$ cat src/hw/rtl/hill_pkg.sv
// Shared types and constants for the hazard incident latch and log.
`default_nettype none
package hill_pkg;
  localparam int unsigned NLatch       = 5;
  localparam int unsigned SlotsDefault = 10;
  localparam int unsigned IdW          = 32;
  localparam int unsigned TimeW        = 32;
  localparam int unsigned CfgW         = 16;
  localparam int unsigned CfgIdxW      = 3;

  localparam logic [CfgW-1:0] FrontConfirmRst = 16'd700;
  localparam logic [CfgW-1:0] RearConfirmRst  = 16'd700;
  localparam logic [CfgW-1:0] LeanConfirmRst  = 16'd500;
  localparam logic [CfgW-1:0] LaneConfirmRst  = 16'd500;
  localparam logic [CfgW-1:0] MultiConfirmRst = 16'd500;
  localparam logic [CfgW-1:0] CooldownRst     = 16'd5000;

  localparam logic [7:0] StateCritical = 8'd3;
  localparam logic [7:0] RiskCritical  = 8'd2;
  localparam logic [7:0] LaneLeft      = 8'd1;

  typedef enum logic [CfgIdxW-1:0] {
    REG_FRONT    = 3'd0,
    REG_REAR     = 3'd1,
    REG_LEAN     = 3'd2,
    REG_LANE     = 3'd3,
    REG_MULTI    = 3'd4,
    REG_COOLDOWN = 3'd5
  } cfg_reg_e;

  typedef enum logic [2:0] {
    EV_FRONT      = 3'd0,
    EV_REAR       = 3'd1,
    EV_LEAN       = 3'd2,
    EV_LANE_LEFT  = 3'd3,
    EV_LANE_RIGHT = 3'd4,
    EV_MULTI      = 3'd5
  } event_e;

  localparam logic [1:0] SevCritical = 2'd3;
  localparam logic [1:0] SevLane     = 2'd2;

  typedef enum logic [6:0] {
    S_IDLE   = 7'b0000001,
    S_EVAL   = 7'b0000010,
    S_PICK   = 7'b0000100,
    S_TSCAN  = 7'b0001000,
    S_EMIT   = 7'b0010000,
    S_ASCAN  = 7'b0100000,
    S_AREPLY = 7'b1000000
  } state_e;

  typedef struct packed {
    logic             en;
    logic [2:0]       idx;
    logic             act;
    logic [TimeW-1:0] now;
    logic [CfgW-1:0]  confirm;
    logic [CfgW-1:0]  cooldown;
  } latch_req_t;
endpackage
`default_nettype wire

$ cat src/hw/rtl/hill_mem.sv
// Incident table memory: id and time per slot, one write and one registered read port.
`default_nettype none
module hill_mem #(
  parameter int unsigned Slots = hill_pkg::SlotsDefault,
  parameter int unsigned SW    = 4,
  parameter int unsigned DW    = 64
) (
  input  wire logic          clk_i,
  input  wire logic          we_i,
  input  wire logic [SW-1:0] waddr_i,
  input  wire logic [DW-1:0] wdata_i,
  input  wire logic [SW-1:0] raddr_i,
  output logic      [DW-1:0] rdata_o
);
  logic [DW-1:0] mem_q [Slots];

  always_ff @(posedge clk_i) begin
    if (we_i) begin
      mem_q[waddr_i] <= wdata_i;
    end
    rdata_o <= mem_q[raddr_i];
  end
endmodule
`default_nettype wire

$ cat src/hw/rtl/hill_latch.sv
// Five hazard latches: start time, logged flag and last incident time, one latch per step.
`default_nettype none
module hill_latch (
  input  wire logic                 clk_i,
  input  wire logic                 rst_ni,
  input  wire hill_pkg::latch_req_t req_i,
  output logic                      log_o
);
  logic [hill_pkg::TimeW-1:0] start_q [hill_pkg::NLatch];
  logic [hill_pkg::TimeW-1:0] last_q  [hill_pkg::NLatch];
  logic [hill_pkg::NLatch-1:0] logged_q;
  logic [hill_pkg::TimeW-1:0] start_eff, since_start, since_last;

  always_comb begin
    start_eff   = (start_q[req_i.idx] == '0) ? req_i.now : start_q[req_i.idx];
    since_start = req_i.now - start_eff;
    since_last  = req_i.now - last_q[req_i.idx];
    log_o = req_i.act && !logged_q[req_i.idx]
            && (since_start >= hill_pkg::TimeW'(req_i.confirm))
            && (since_last >= hill_pkg::TimeW'(req_i.cooldown));
  end

  always_ff @(posedge clk_i or negedge rst_ni) begin
    if (!rst_ni) begin
      for (int i = 0; i < hill_pkg::NLatch; i++) begin
        start_q[i] <= '0;
        last_q[i]  <= '0;
      end
      logged_q <= '0;
    end else if (req_i.en) begin
      if (req_i.act) begin
        start_q[req_i.idx] <= start_eff;
        if (log_o) begin
          logged_q[req_i.idx] <= 1'b1;
          last_q[req_i.idx]   <= req_i.now;
        end
      end else begin
        start_q[req_i.idx]  <= '0;
        logged_q[req_i.idx] <= 1'b0;
      end
    end
  end
endmodule
`default_nettype wire

$ cat src/hw/rtl/hazard_incident_latch_and_log.sv
// Top level: hazard latches, incident table sequencer and output register.
// Tick: one latch step per hazard latch in S_EVAL, then per incident S_PICK takes a free slot or,
//   if the table is full, S_TSCAN scans the table memory for the oldest entry; S_EMIT then emits.
// Acknowledge: an id scan of the table memory in S_ASCAN, then the reply in S_AREPLY.
// One item at a time; a result waits in the output register while the next item runs.
// Reset (async, active low) clears latches, used flags, counters and config to defaults.
`default_nettype none
module hazard_incident_latch_and_log #(
  parameter int unsigned Slots = hill_pkg::SlotsDefault
) (
  input  wire logic        clk_i,
  input  wire logic        rst_ni,
  input  wire logic        cfg_we_i,
  input  wire logic [2:0]  cfg_idx_i,
  input  wire logic [15:0] cfg_wdata_i,
  input  wire logic        in_valid_i,
  output logic             in_stall_o,
  input  wire logic        mode_i,
  input  wire logic [31:0] now_ms_i,
  input  wire logic        front_online_i,
  input  wire logic [7:0]  front_state_i,
  input  wire logic        rear_online_i,
  input  wire logic [7:0]  rear_state_i,
  input  wire logic        lean_online_i,
  input  wire logic [7:0]  lean_risk_i,
  input  wire logic        lane_online_i,
  input  wire logic [7:0]  lane_state_i,
  input  wire logic [31:0] ack_id_i,
  output logic             out_valid_o,
  input  wire logic        out_stall_i,
  output logic             is_ack_reply_o,
  output logic             ack_hit_o,
  output logic [31:0]      incident_id_o,
  output logic [5:0]       slot_o,
  output logic [2:0]       event_code_o,
  output logic [1:0]       severity_o,
  output logic             evicted_o,
  output logic [31:0]      lost_total_o,
  output logic             last_o
);
  localparam int unsigned SW = (Slots > 1) ? $clog2(Slots) : 1;
  localparam int unsigned CW = $clog2(Slots + 1);
  localparam int unsigned NL = hill_pkg::NLatch;

  hill_pkg::state_e state_q, state_d;

  logic [hill_pkg::CfgW-1:0] confirm_q [NL];
  logic [hill_pkg::CfgW-1:0] cooldown_q;

  logic [31:0] now_q, ack_id_q;
  logic [7:0]  lane_q;
  logic [NL-1:0] act_q, mask_q, mask_d, lowbit;
  logic [2:0]  k_q, k_d, low_idx;
  logic [CW-1:0] cnt_q, cnt_d, prev;
  logic [31:0] best_time_q, best_time_d;
  logic [SW-1:0] best_slot_q, best_slot_d, free_idx, elem;
  logic        evict_q, evict_d, hit_q, hit_d;
  logic [Slots-1:0] used_q, used_d;
  logic [31:0] next_id_q, next_id_d, lost_q, lost_d;
  logic        out_free, inc_load, rep_load;
  logic        any_free;

  logic        mem_we;
  logic [SW-1:0] mem_raddr;
  logic [63:0] mem_rdata;

  hill_pkg::latch_req_t lreq;
  logic        lat_log;

  logic [2:0]  ev_code;
  logic [1:0]  ev_sev;

  // latch unit
  always_comb begin
    lreq.en       = state_q == hill_pkg::S_EVAL;
    lreq.idx      = k_q;
    lreq.act      = act_q[k_q];
    lreq.now      = now_q;
    lreq.confirm  = confirm_q[k_q];
    lreq.cooldown = cooldown_q;
  end

  hill_latch u_latch (
    .clk_i  (clk_i),
    .rst_ni (rst_ni),
    .req_i  (lreq),
    .log_o  (lat_log)
  );

  hill_mem #(.Slots(Slots), .SW(SW), .DW(64)) u_mem (
    .clk_i   (clk_i),
    .we_i    (mem_we),
    .waddr_i (best_slot_q),
    .wdata_i ({next_id_q, now_q}),
    .raddr_i (mem_raddr),
    .rdata_o (mem_rdata)
  );

  always_comb begin
    free_idx = '0;
    for (int i = Slots - 1; i >= 0; i--) begin
      if (!used_q[i]) free_idx = SW'(i);
    end
    any_free = ~&used_q;
    lowbit   = mask_q & (~mask_q + NL'(1));
    low_idx  = '0;
    for (int i = NL - 1; i >= 0; i--) begin
      if (mask_q[i]) low_idx = 3'(i);
    end
    case (low_idx)
      3'd0:    ev_code = hill_pkg::EV_FRONT;
      3'd1:    ev_code = hill_pkg::EV_REAR;
      3'd2:    ev_code = hill_pkg::EV_LEAN;
      3'd3:    ev_code = (lane_q == hill_pkg::LaneLeft) ? hill_pkg::EV_LANE_LEFT
                                                        : hill_pkg::EV_LANE_RIGHT;
      default: ev_code = hill_pkg::EV_MULTI;
    endcase
    ev_sev = (low_idx == 3'd3) ? hill_pkg::SevLane : hill_pkg::SevCritical;
  end

  assign in_stall_o = state_q != hill_pkg::S_IDLE;
  assign out_free   = !out_valid_o || !out_stall_i;
  assign prev       = cnt_q - CW'(1);
  assign elem       = prev[SW-1:0];
  assign mem_raddr  = cnt_q[SW-1:0];

  always_comb begin
    state_d     = state_q;
    k_d         = k_q;
    mask_d      = mask_q;
    cnt_d       = cnt_q;
    best_time_d = best_time_q;
    best_slot_d = best_slot_q;
    evict_d     = evict_q;
    hit_d       = hit_q;
    used_d      = used_q;
    next_id_d   = next_id_q;
    lost_d      = lost_q;
    mem_we      = 1'b0;
    inc_load    = 1'b0;
    rep_load    = 1'b0;
    case (state_q)
      hill_pkg::S_IDLE: begin
        if (in_valid_i) begin
          k_d    = '0;
          mask_d = '0;
          cnt_d  = '0;
          hit_d  = 1'b0;
          state_d = mode_i ? hill_pkg::S_ASCAN : hill_pkg::S_EVAL;
        end
      end
      hill_pkg::S_EVAL: begin
        mask_d[k_q] = lat_log;
        k_d = k_q + 3'd1;
        if (k_q == 3'(NL - 1)) begin
          state_d = (mask_d == '0) ? hill_pkg::S_IDLE : hill_pkg::S_PICK;
        end
      end
      hill_pkg::S_PICK: begin
        if (any_free) begin
          best_slot_d = free_idx;
          evict_d     = 1'b0;
          state_d     = hill_pkg::S_EMIT;
        end else begin
          evict_d = 1'b1;
          cnt_d   = '0;
          state_d = hill_pkg::S_TSCAN;
        end
      end
      hill_pkg::S_TSCAN: begin
        if (cnt_q != '0) begin
          if (cnt_q == CW'(1) || mem_rdata[31:0] < best_time_q) begin
            best_time_d = mem_rdata[31:0];
            best_slot_d = elem;
          end
        end
        cnt_d = cnt_q + CW'(1);
        if (cnt_q == CW'(Slots)) state_d = hill_pkg::S_EMIT;
      end
      hill_pkg::S_EMIT: begin
        if (out_free) begin
          mem_we    = 1'b1;
          inc_load  = 1'b1;
          used_d[best_slot_q] = 1'b1;
          next_id_d = next_id_q + 32'd1;
          if (evict_q) lost_d = lost_q + 32'd1;
          mask_d  = mask_q & ~lowbit;
          state_d = (mask_d == '0) ? hill_pkg::S_IDLE : hill_pkg::S_PICK;
        end
      end
      hill_pkg::S_ASCAN: begin
        if (cnt_q != '0) begin
          if (!hit_q && used_q[elem] && mem_rdata[63:32] == ack_id_q) begin
            hit_d       = 1'b1;
            best_slot_d = elem;
          end
        end
        cnt_d = cnt_q + CW'(1);
        if (cnt_q == CW'(Slots)) state_d = hill_pkg::S_AREPLY;
      end
      hill_pkg::S_AREPLY: begin
        if (out_free) begin
          rep_load = 1'b1;
          if (hit_q) used_d[best_slot_q] = 1'b0;
          state_d = hill_pkg::S_IDLE;
        end
      end
      default: state_d = hill_pkg::S_IDLE;
    endcase
  end

  always_ff @(posedge clk_i or negedge rst_ni) begin
    if (!rst_ni) begin
      state_q       <= hill_pkg::S_IDLE;
      confirm_q[0]  <= hill_pkg::FrontConfirmRst;
      confirm_q[1]  <= hill_pkg::RearConfirmRst;
      confirm_q[2]  <= hill_pkg::LeanConfirmRst;
      confirm_q[3]  <= hill_pkg::LaneConfirmRst;
      confirm_q[4]  <= hill_pkg::MultiConfirmRst;
      cooldown_q    <= hill_pkg::CooldownRst;
      used_q        <= '0;
      next_id_q     <= 32'd1;
      lost_q        <= '0;
      out_valid_o   <= 1'b0;
      k_q           <= '0;
      mask_q        <= '0;
      cnt_q         <= '0;
      evict_q       <= 1'b0;
      hit_q         <= 1'b0;
    end else begin
      state_q   <= state_d;
      used_q    <= used_d;
      next_id_q <= next_id_d;
      lost_q    <= lost_d;
      k_q       <= k_d;
      mask_q    <= mask_d;
      cnt_q     <= cnt_d;
      evict_q   <= evict_d;
      hit_q     <= hit_d;
      if (cfg_we_i) begin
        case (cfg_idx_i)
          hill_pkg::REG_FRONT:    confirm_q[0] <= cfg_wdata_i;
          hill_pkg::REG_REAR:     confirm_q[1] <= cfg_wdata_i;
          hill_pkg::REG_LEAN:     confirm_q[2] <= cfg_wdata_i;
          hill_pkg::REG_LANE:     confirm_q[3] <= cfg_wdata_i;
          hill_pkg::REG_MULTI:    confirm_q[4] <= cfg_wdata_i;
          hill_pkg::REG_COOLDOWN: cooldown_q   <= cfg_wdata_i;
          default: ;
        endcase
      end
      if (inc_load || rep_load) out_valid_o <= 1'b1;
      else if (!out_stall_i)    out_valid_o <= 1'b0;
    end
  end

  always_ff @(posedge clk_i) begin
    best_time_q <= best_time_d;
    best_slot_q <= best_slot_d;
    if (state_q == hill_pkg::S_IDLE && in_valid_i) begin
      now_q    <= now_ms_i;
      ack_id_q <= ack_id_i;
      lane_q   <= lane_state_i;
      act_q[0] <= front_online_i && front_state_i == hill_pkg::StateCritical;
      act_q[1] <= rear_online_i && rear_state_i == hill_pkg::StateCritical;
      act_q[2] <= lean_online_i && lean_risk_i == hill_pkg::RiskCritical;
      act_q[3] <= lane_online_i && lane_state_i != 8'd0;
      act_q[4] <= ((3'(front_online_i && front_state_i == hill_pkg::StateCritical))
                 + (3'(rear_online_i && rear_state_i == hill_pkg::StateCritical))
                 + (3'(lean_online_i && lean_risk_i == hill_pkg::RiskCritical))
                 + (3'(lane_online_i && lane_state_i != 8'd0))) >= 3'd2;
    end
    if (inc_load) begin
      is_ack_reply_o <= 1'b0;
      ack_hit_o      <= 1'b0;
      incident_id_o  <= next_id_q;
      slot_o         <= 6'(best_slot_q);
      event_code_o   <= ev_code;
      severity_o     <= ev_sev;
      evicted_o      <= evict_q;
      lost_total_o   <= lost_d;
      last_o         <= mask_d == '0;
    end else if (rep_load) begin
      is_ack_reply_o <= 1'b1;
      ack_hit_o      <= hit_q;
      incident_id_o  <= '0;
      slot_o         <= '0;
      event_code_o   <= '0;
      severity_o     <= '0;
      evicted_o      <= 1'b0;
      lost_total_o   <= '0;
      last_o         <= 1'b1;
    end
  end

  a_onehot: assert property (@(posedge clk_i) disable iff (!rst_ni) $onehot(state_q))
    else $error("state not one-hot");
  a_busy: assert property (@(posedge clk_i) disable iff (!rst_ni)
    in_valid_i && !in_stall_o |=> in_stall_o)
    else $error("accepted word did not start work");
  a_id: assert property (@(posedge clk_i) disable iff (!rst_ni)
    inc_load |=> next_id_q == $past(next_id_q) + 32'd1)
    else $error("id not advanced");
  a_used: assert property (@(posedge clk_i) disable iff (!rst_ni)
    state_q == hill_pkg::S_TSCAN |-> used_q == '1)
    else $error("oldest scan with a free slot");
endmodule
`default_nettype wire

$ cat config.mk
export PLATFORM = sky130hd
export DESIGN_NAME = hazard_incident_latch_and_log
export DESIGN_NICKNAME = d
export VERILOG_FILES = /design/src/hw/rtl/hill_pkg.sv /design/src/hw/rtl/hill_mem.sv /design/src/hw/rtl/hill_latch.sv /design/src/hw/rtl/hazard_incident_latch_and_log.sv
export SDC_FILE = /design/constraint.sdc
export NUM_CORES = 2
export LEC_CHECK = 0
export ABC_AREA = 1
export BUFFER_PORTS_ARGS = -buffer_cell sky130_fd_sc_hd__buf_4
export CORE_MARGIN = 5
export CORE_UTILIZATION = 35
export CTS_BUF_LIST = sky130_fd_sc_hd__clkbuf_4 sky130_fd_sc_hd__clkbuf_8
export CTS_CLUSTER_SIZE = 24
export DETAILED_ROUTE_END_ITERATION = 6
export PLACE_DENSITY_LB_ADDON = 0.1
export SYNTH_ARGS = -nofsm -noshare
export SYNTH_HDL_FRONTEND = slang
export SYNTH_HIERARCHICAL = 1
export SYNTH_SLANG_ARGS = --single-unit
$ cat constraint.sdc
create_clock -name clk_i -period 6.9 [get_ports clk_i]
set_clock_uncertainty 0.05 [all_clocks]
set_input_delay 0.345 -clock clk_i [delete_from_list [all_inputs] [get_ports clk_i]]
set_output_delay 0.345 -clock clk_i [all_outputs]
set_load 0.01 [all_outputs]
==> impl_metrics.csv <==
group,metric,value,unit
logic_synthesis,yosys.cell_types.count,70,
setup_path,cpMostUsedCell,"nand2_1",
hold_path,hold_path_depth,2,
route,drt_iter0_drc,3399,
layout,nets,7845,
logic_synthesis,synth_xor_area_share,1.28,%
logic_synthesis,synth_top_area_share,38.0,%
sta,period_needed,6.54,ns
setup_path,r2r_cells,29,
setup_path,crit_path_end_kind,"flip-flop",
logic_synthesis,postSynthCellCount,7101,
place,dp_cells,9612,
logic_synthesis,synth-seq-cells,1411,
sta,timing.final.ws_setup,0.356,ns
cts,clkSinkCount,1411,
logic_synthesis,yosysTopAreaCell,"edfxtp_1",
logic_synthesis,synthArstFlopShare,36.6,%
sta,clock.fmax,0.153,GHz
logic_synthesis,ys_seq_area_share,59.8,%
power,ir_drop,332,uV
layout,fill_cells,18431,
setup_path,path_buf_inv,6,
route,drt-total-wl,202000,microns
setup_path,cp_slowest_cell,"dfrtp_2",
power,internal_power,18500,uW
logic_synthesis,synth_compound_area_share,6.46,%
cts,cts_buffers,277,
logic_synthesis,synth_edf_count,828,
setup_path,rrSetupSlack,0.36,ns
setup_path,path_class,"flip-flop to flip-flop",
power,switching_share,39.0,%
die,initial_utilization,35.2,%
setup_path,cpPeakStageDelay,0.49,ns
die,core.rowCount,158,
sta,drv_slew,0,
route,wire_per_inst,19.7,microns
layout,utilization,41.5,%
logic_synthesis,yosys-mux-area-fraction,0.275,%
die,core,186000,sq um
die,chipWidth,443,microns
place,hpwl,126000,microns
place,place_congestion,0.905,
power,pwr-share-seq,36.6,%
global_routing,antenna_found_initial,10,
setup_path,cp_max_fo,100,
sta,final-setup-viol-count,0,
logic_synthesis,synth.avg_cell_area,9.22,sq um
power,comb_power_share,36.0,%
route,wl_met1,87600,microns
place,io_buffers,203,
place,dpl_cell_area,70000,sq um
cts,clkTransAtPathRegs,0.06,ns
flow_run,cap_violations,0,
place,place_worst_setup_slack,0.221,ns
layout,post_route_cells_drive_above_1_share,11.8,%
global_routing,grt_pass1_vias,49247,
power,p_per_area,392,nW/um^2
outcome,status,"finished, final reports clean",
setup_path,path_delay_family,"compound AO/OA/AOI/OAI gates",
layout,fin_cells,10273,
sta,min_period_over_period,94.8,%
cts,cts_tree,"built",
logic_synthesis,yosys-top-cells-area,"edfxtp_1, dfrtp_1, nand2_1",
cts,clockBufferDepth,4,
power,p_sw,11800,uW
route,routed-via-count,49666,
logic_synthesis,synthesis.area,65500,sq um
global_routing,overflow,0,
sta,final_hold_viol_count,0,
global_routing,grt_max_degree,179,
cts,clkLatencyLatePin,0.99,ns
layout,area_growth,17.9,%
global_routing,grt_pass1_wl,306000,microns
sta,maxSlewHeadroom,21.4,%
power,p_leak,0.0350,uW
route,first_pass_iters,6,
logic_synthesis,ys.flop_type,"edfxtp_1",
power,clkPwrFrac,27.3,%
die,ios,206,
die,die_h,443,microns
setup_path,cp.arrival,7.30,ns
route,vias_per_cell,4.83,
logic_synthesis,synth_top_family_by_area,"simple AND/OR/NAND/NOR gates",
route,drc,0,
logic_synthesis,synthSimpleGateAreaFrac,22.2,%
logic_synthesis,synth.yosys.warnings,6,
cts,h-tree-depth,5,
route,dr_wl_met2,100000,microns
logic_synthesis,synth_adder_area_share,2.43,%
setup_path,start_kind,"flip-flop",
cts,cts_root_buf,"clkbuf_8",
sta,worstMarginPinSlew,1.18,ns
sta,rsz0062_at_grt,"false",
setup_path,r2r-start,"k_q[1]",
sta,fin_setup_tns,0,ns
route,routed.top_layer,"met4",
setup_path,timing.rr.end,"u_latch/last_q[43]",
hold_path,worstHoldEndpoint,"now_q[28]",
route,met3_length,8050,microns
global_routing,grt_util_all_layers,20.2,%
hold_path,hold_path.class,"primary input to flip-flop",
hold_path,hold_start,"now_ms_i[28]",
layout,final_area,77200,sq um
die,dieArea,196000,sq um
route,ant_nets,0,
setup_path,critPathRequiredTime,7.66,ns
## cells in the mapped netlist (80+ instances only)
cell type,number
inv_1,896
ha_1,124
nor2_1,522
nand3_1,693
buf_2,80
clkbuf_1,136
dfrtp_1,480
edfxtp_1,828
nand2_1,2064
a21oi_1,281
o21ai_0,289
## power groups by stage
stage | logic (uW) | clock network (uW) | registers (uW)
2_1_floorplan | 7470 | 0 | 10900
3_3_place_gp | 10700 | 0 | 11200
3_5_place_dp | 10800 | 0 | 11200
4_1_cts | 10900 | 8560 | 11100
5_1_grt | 12200 | 8940 | 11200
6_report | 10900 | 8270 | 11100
## per-stage QoR
stage / power (uW) / hold slack [ns]
CTS: 30500 / 0.0272
global placement: 21900 / 0.360
detailed placement: 22000 / 0.362
floorplan: 18400 / -0.000591
finish: 30200 / 0.131
global route: 32300 / 0.0362
## cell type report
class                   instances  area (sq um)  area share [%]
multi-input cells            4477         21600            28.0
well taps                    2480          3100            4.02
inverters                     917          3460            4.48
repair buffers                510          4530            5.86
flip-flops and latches       1411         39200            50.8
clock inverters                74           487           0.630
diodes                          9          22.5          0.0292
clock buffers                 395          4840            6.27
## worst max path at each step
stage	start	end	slack (ns)	cells past startpoint
4_1_cts	k_q[1]	u_latch/last_q[66]	0.22	28
2_1_floorplan	k_q[1]	last_o	1.32	46
6_report	k_q[1]	u_latch/last_q[43]	0.36	29
3_5_place_dp	k_q[1]	u_latch/last_q[66]	0.22	28
3_3_place_gp	k_q[1]	u_latch/last_q[5]	0.34	27
5_1_grt	k_q[2]	last_o	0.02	45
## metal layers
layer,GRT usage (%),vias to the layer above
li1,-,24214
met1,25.8,24052
met4,6.62,0
met5,0,-
met3,3.09,375
met2,35.1,1025
## cells by family after synthesis
| kind of cell | Yosys count |
|---|---|
| AOI/OAI and AO/OA | 762 |
| xor gates and xnor gates | 94 |
| adders and majority gates | 126 |
| buffers and inverters | 1214 |
| DFF | 1411 |
| muxes | 18 |
| other | 1 |
| and+or+nand+nor | 3475 |
## state kept, by name, indices dropped and copies added, names as in the netlist, 64 cells and up, named ones only
| register | count |
|---|---|
| u_mem/mem_q | 640 |
| u_latch/last_q | 160 |
| u_latch/start_q | 160 |
| confirm_q | 80 |
| u_mem/rdata_o | 64 |
## placed cells by master, fill, tap and decap left out, types with 280 or more instances in the layout
master	synthesis	layout
dfrtp_1	480	475
nor2_1	522	503
nand2_1	2064	2060
clkbuf_8	0	300
inv_1	896	894
buf_4	27	309
o21ai_0	289	288
a21oi_1	281	280
edfxtp_1	828	828
nand3_1	693	693
## timing repair
| item | in CTS | in global routing |
|---|---|---|
| buffers inserted | 0 | 2 |
| hold endpoints to repair | 352 | 0 |
| hold buffers | 181 | 0 |
| resized for setup | 0 | 9 |
| setup endpoints to repair | 0 | 119 |
Note: power is estimated with default switching activity, not from simulation.
